===== src/rtl/core/mit_command_frame_encoder_assert.svh =====
// Assertion macros for the command frame encoder.
// Expects clk and arst_n in the scope of each use.
`ifndef MIT_COMMAND_FRAME_ENCODER_ASSERT_SVH
`define MIT_COMMAND_FRAME_ENCODER_ASSERT_SVH

// same-cycle implication
`define MIT_CFE_ASSERT_NOW(label, ante, cons, msg) \
	label: assert property (@(posedge clk) disable iff (!arst_n) (ante) |-> (cons)) \
		else $error(msg);

// next-cycle implication
`define MIT_CFE_ASSERT_NEXT(label, ante, cons, msg) \
	label: assert property (@(posedge clk) disable iff (!arst_n) (ante) |=> (cons)) \
		else $error(msg);

`endif


===== src/rtl/core/mit_cfe_pkg.sv =====
// Types and constants shared by the command frame encoder.
// No dependencies.
package mit_cfe_pkg;

	localparam int NUM_LANES = 5;
	localparam int LIMIT_W   = 31;
	localparam int QUO_W     = 16;
	localparam int POS_BITS  = 16;
	localparam int CODE_BITS = 12;
	localparam int DIV_STEPS = QUO_W;

	localparam int LANE_POS = 0;
	localparam int LANE_VEL = 1;
	localparam int LANE_KP  = 2;
	localparam int LANE_KD  = 3;
	localparam int LANE_TQ  = 4;

	// lanes quantized over a symmetric range, and the lane with the 16-bit code
	localparam logic [NUM_LANES-1:0] LANE_SYM  = 5'b10011;
	localparam logic [NUM_LANES-1:0] LANE_WIDE = 5'b00001;

	localparam int REG_IDX_W = 3;
	localparam logic [REG_IDX_W-1:0] REG_POSITION  = 3'd0;
	localparam logic [REG_IDX_W-1:0] REG_VELOCITY  = 3'd1;
	localparam logic [REG_IDX_W-1:0] REG_TORQUE    = 3'd2;
	localparam logic [REG_IDX_W-1:0] REG_STIFFNESS = 3'd3;
	localparam logic [REG_IDX_W-1:0] REG_DAMPING   = 3'd4;

	typedef logic [LIMIT_W-1:0] mit_cfe_limit_t;
	typedef mit_cfe_limit_t [NUM_LANES-1:0] mit_cfe_limits_t;

	localparam mit_cfe_limits_t LIMIT_RESET = {
		31'd655360,    // torque
		31'd327680,    // damping
		31'd32768000,  // stiffness
		31'd1966080,   // velocity
		31'd819200     // position
	};

	typedef struct packed {
		logic        [10:0] target_id;
		logic signed [31:0] cmd_position;
		logic signed [31:0] cmd_velocity;
		logic signed [31:0] gain_stiff;
		logic signed [31:0] gain_damp;
		logic signed [31:0] cmd_torque;
	} mit_cfe_cmd_t;

	typedef struct packed {
		logic [10:0] frame_id;
		logic [63:0] payload;
	} mit_cfe_frame_t;

	typedef struct packed {
		logic [31:0]      rem;
		logic [QUO_W-1:0] num_lo;
		logic [31:0]      span;
		logic [QUO_W-1:0] quo;
	} mit_cfe_lane_t;

	typedef struct packed {
		logic [10:0]                         id;
		mit_cfe_lane_t [NUM_LANES-1:0]       lane;
	} mit_cfe_work_t;

endpackage


===== src/rtl/core/mit_cfe_div_stage.sv =====
// One restoring-division step for all five lanes: shift in one numerator
// bit, compare with the span, subtract on a hit. Depends on mit_cfe_pkg.
module mit_cfe_div_stage (
	input  logic                        clk,
	input  logic                        en,
	input  mit_cfe_pkg::mit_cfe_work_t  work_in,
	output mit_cfe_pkg::mit_cfe_work_t  work_out
);

	mit_cfe_pkg::mit_cfe_work_t work_c;
	mit_cfe_pkg::mit_cfe_work_t work_sn;

	logic [32:0] trial_c [mit_cfe_pkg::NUM_LANES];
	logic [32:0] diff_c  [mit_cfe_pkg::NUM_LANES];
	logic        hit_c   [mit_cfe_pkg::NUM_LANES];

	always_comb begin
		work_c.id = work_in.id;
		for (int k = 0; k < mit_cfe_pkg::NUM_LANES; k++) begin
			trial_c[k] = {work_in.lane[k].rem, work_in.lane[k].num_lo[mit_cfe_pkg::QUO_W-1]};
			diff_c[k]  = trial_c[k] - {1'b0, work_in.lane[k].span};
			hit_c[k]   = (work_in.lane[k].span != '0) &&
				(trial_c[k] >= {1'b0, work_in.lane[k].span});
			work_c.lane[k].rem    = hit_c[k] ? diff_c[k][31:0] : trial_c[k][31:0];
			work_c.lane[k].num_lo = {work_in.lane[k].num_lo[mit_cfe_pkg::QUO_W-2:0], 1'b0};
			work_c.lane[k].span   = work_in.lane[k].span;
			work_c.lane[k].quo    = {work_in.lane[k].quo[mit_cfe_pkg::QUO_W-2:0], hit_c[k]};
		end
	end

	always_ff @(posedge clk) begin
		if (en) begin
			work_sn <= work_c;
		end
	end

	assign work_out = work_sn;

endmodule


===== config.mk =====
export PLATFORM = sky130hd
export DESIGN_NAME = mit_cfe_div_stage
export DESIGN_NICKNAME = d
export VERILOG_FILES = /design/src/rtl/core/mit_command_frame_encoder_assert.svh /design/src/rtl/core/mit_cfe_pkg.sv /design/src/rtl/core/mit_cfe_div_stage.sv
export SDC_FILE = /design/constraint.sdc
export NUM_CORES = 1
export LEC_CHECK = 0
export BUFFER_PORTS_ARGS = -buffer_cell sky130_fd_sc_hd__buf_2
export CORE_AREA = 2 2 388 390
export DETAILED_ROUTE_END_ITERATION = 10
export DIE_AREA = 0 0 390 392
export SETUP_SLACK_MARGIN = 0.2
export SYNTH_ARGS = -nofsm -noshare
export SYNTH_HDL_FRONTEND = slang
export SYNTH_SLANG_ARGS = --single-unit

===== constraint.sdc =====
create_clock -name clk -period 5.5 [get_ports clk]
set_input_delay 1.1 -clock clk [delete_from_list [all_inputs] [get_ports clk]]
set_output_delay 1.1 -clock clk [all_outputs]
set_load 0.05 [all_outputs]

==> run_results.csv <==
group,metric,value,unit
power,power_density,365.5,nW/um^2
critical_path,worst_setup_path_start_kind,"input port",
sta,fin_setup_tns,0,ns
final_layout,drive_gt1_share,38.60,%
placed_design,hpwl,109.8,mm
grt,grt_max_degree,89,
floorplanning,chipHeight,392,um
synth,synth_compound_area_share,12.12,%
synth,yosys.area_share.simple,8.317,%
clocking,root_buffer,"clkbuf_16",
final_layout,largest_register_ff_count,486,
grt,antenna_found_initial,92,
hold_path,hold_start,"work_in[438]",
clocking,ctsResizeCount,0,
hold_path,hold_class,"input port to flop",
placed_design,post-place-ws,0.5896,ns
clocking,hold_buffers,0,
sta,rsz0062_at_grt,"no",
critical_path,critical_path_required,5.89,ns
detailed_routing,post_drt_wl_per_cell,25.44,um
synth,synthArstFlopShare,0,%
sta,maxSlewViolCount,0,
final_layout,fin_nets,3772,
status,status,"finished clean",
detailed_routing,first_pass_iters,5,
sta,fmax,234.6,MHz
synth,synth_fa_ha_area_share,8.081,%
floorplanning,core,148900,um^2
synth,synth_top_area_share,56.11,%
floorplanning,initial_core_util,17.47,%
clocking,cts_tree,"built",
placed_design,gp_congestion,0.9234,
synth,ys_types,89,
synth,synth_area_per_cell,12.40,um^2
job,drv_cap,0,
sta,tightestPinTransition,1.066,ns
detailed_routing,antenna_left,0,
floorplanning,num_rows,142,
synth,seq_area_frac_synth,56.11,%
critical_path,crit_fanout,20,
synth,yosysWarnings,0,
synth,synth_area_leaders,"edfxtp_1 56%, ha_1 7.7%, mux2_2 3.9%",
synth,synth_edf_count,486,
floorplanning,die-area,152900,um^2
clocking,path_clk_slew,0.06,ns
final_layout,area_delta_synth_final,37.02,%
detailed_routing,route.detailed.drc,0,
sta,period_needed,4.262,ns
sta,fin_crit_sh,77.50,%
clocking,cts_post_setup_buffers_inserted,0,
sta,finalHoldViolCount,0,
critical_path,crit_type,"input port to flop",
detailed_routing,vias,21971,
grt,overflow,0,
synth,synth_ff_type,"edfxtp_1",
hold_path,holdPathEnd,"work_out[439]",
floorplanning,die-width,390,um
sta,timing.final.ws_setup,1.238,ns
synth,ys_ff_latch,486,
grt,grt_usage,16.28,%
sta,setup_violations,0,
detailed_routing,routed_wl,130.7,mm
placed_design,portBuffers,973,
detailed_routing,drt-initial-drc-count,1533,
clocking,numCtsBuffers,66,
sta,holdWs,0.6085,ns
synth,muxShareOfSynthArea,6.744,%
clocking,cts.htree.levels,3,
clocking,clock_sinks,486,
grt,grt_pass1_wl,172.5,mm
detailed_routing,viasPerCell,4.275,
power,leakage,15.23,nW
power,ir_drop,225.9,uV
critical_path,crit_arrival,4.65,ns
sta,relSlewSlack,28.27,%
synth,yosys.area.top_type,"edfxtp_1",
hold_path,whs_path_depth,1,
final_layout,num-fill-cells,15974,
floorplanning,io_pins,984,
critical_path,critPathCaptureType,"flop",
grt,grt_pass1_vias,21346,
synth,synthesis.instances,2098,
clocking,clockBufferDepth,3,
synth,synth-xor-area-share,4.714,%
synth,syn_area,26010,um^2
synth,synth_top_family_by_area,"compound AO/OA/AOI/OAI gates",
==> cells by family after synthesis <==
family	after synthesis
simple gates	417
buf+inv	253
xor+xnor	140
other cells	1
compound gates	479
fa+ha+maj	165
flops	486
mux	157
==> routing by layer <==
layer / global-route usage [%] / up-vias / share of wire [%]
met5: 0 / - / 0.41
met4: 7.490 / 88 / 4.8
met3: 6.357 / 288 / 10
met2: 26.77 / 993 / 47
met1: 18.56 / 10603 / 38
li1: - / 9999 / -
==> layout by cell type (no fill, tap or decap), types with 9 or more instances in the layout <==
| cell | count |
|---|---|
| diode_2 | 29 |
| o211ai_1 | 14 |
| nand2b_1 | 15 |
| a21o_1 | 72 |
| o21a_1 | 21 |
| nor3_1 | 29 |
| nand4_1 | 38 |
| a211oi_1 | 17 |
| mux2_1 | 53 |
| mux2_2 | 89 |
| a31oi_1 | 13 |
| ha_1 | 160 |
| inv_1 | 200 |
| nor4_1 | 45 |
| o21ai_0 | 80 |
| o21ai_1 | 9 |
| clkbuf_16 | 69 |
| a21oi_1 | 151 |
| clkinv_1 | 10 |
| mux2i_1 | 14 |
| nor2b_1 | 21 |
| buf_4 | 17 |
| xor2_1 | 46 |
| nor2_1 | 87 |
| nand3_1 | 38 |
| o21bai_1 | 19 |
| and3_1 | 16 |
| buf_2 | 972 |
| xnor2_1 | 94 |
| edfxtp_1 | 486 |
| nand2_1 | 81 |
| clkinv_2 | 10 |
==> worst max-delay path by stage <==
stage	slack, ns	start	end
after CTS	1.29	work_in[124]	work_out[166]
after floorplan	1.67	work_in[313]	work_out[383]
final	1.24	work_in[209]	work_out[272]
after global routing	1.10	work_in[209]	work_out[275]
after global placement	0.66	work_in[124]	work_out[166]
after detailed placement	0.59	work_in[124]	work_out[166]
==> cells in the mapped netlist, drive strengths merged (17+ instances only) <==
cell / instances
o21bai: 20
and3: 17
edfxtp: 486
nand4: 38
nand2: 81
mux2: 143
xor2: 46
xnor2: 94
nor2b: 21
inv: 200
a21o: 73
o21a: 21
ha: 160
o21ai: 89
buf: 31
nor4: 45
clkbuf: 21
nor2: 87
nor3: 29
nand3: 38
a21oi: 152
a211oi: 18
==> stage by stage <==
| step | utilization, % | std cells | total power [mW] | area [um^2] |
|---|---|---|---|---|
| after floorplan | - | 2102 | 7.331 | 26030 |
| after global placement | 22.41 | 4990 | 8.634 | 33360 |
| after detailed placement | 22.41 | 4990 | 8.645 | 33360 |
| after CTS | 23.89 | 5110 | 13.22 | 35570 |
| after global routing | 23.90 | 5118 | 13.50 | 35590 |
| final | 23.94 | 5139 | 13.03 | 35640 |
==> report_power, final <==
group,switching (mW),internal [mW],total (mW)
Clock,1.87,2.60,4.47
Combinational,2.79,1.07,3.86
Sequential,0.123,4.57,4.70
Total,4.78,8.24,13.0
==> worst max-delay path, cell delays in order <==
cell	delay, ns
buf_2	0.15
inv_1	0.06
ha_1	0.32
nor2b_1	0.15
o21ba_2	0.21
o31ai_1	0.39
a211oi_1	0.15
buf_4	0.17
a31oi_1	0.24
o21a_1	0.27
nor3_1	0.09
o22ai_2	0.71
buf_12	0.27
mux2_2	0.36
==> area by class of cell <==
cell class	count	area, um^2	share of cell area (%)
inverters	200	750.7	2.106
multi-input cells	1363	10440	29.29
repair buffers	997	5147	14.44
clock inverters	45	455.4	1.278
clock buffers	75	1749	4.908
diodes	29	72.57	0.2036
well taps	1944	2432	6.825
flip-flops and latches	486	14590	40.95
Note: power is estimated with default switching activity, not from simulation.
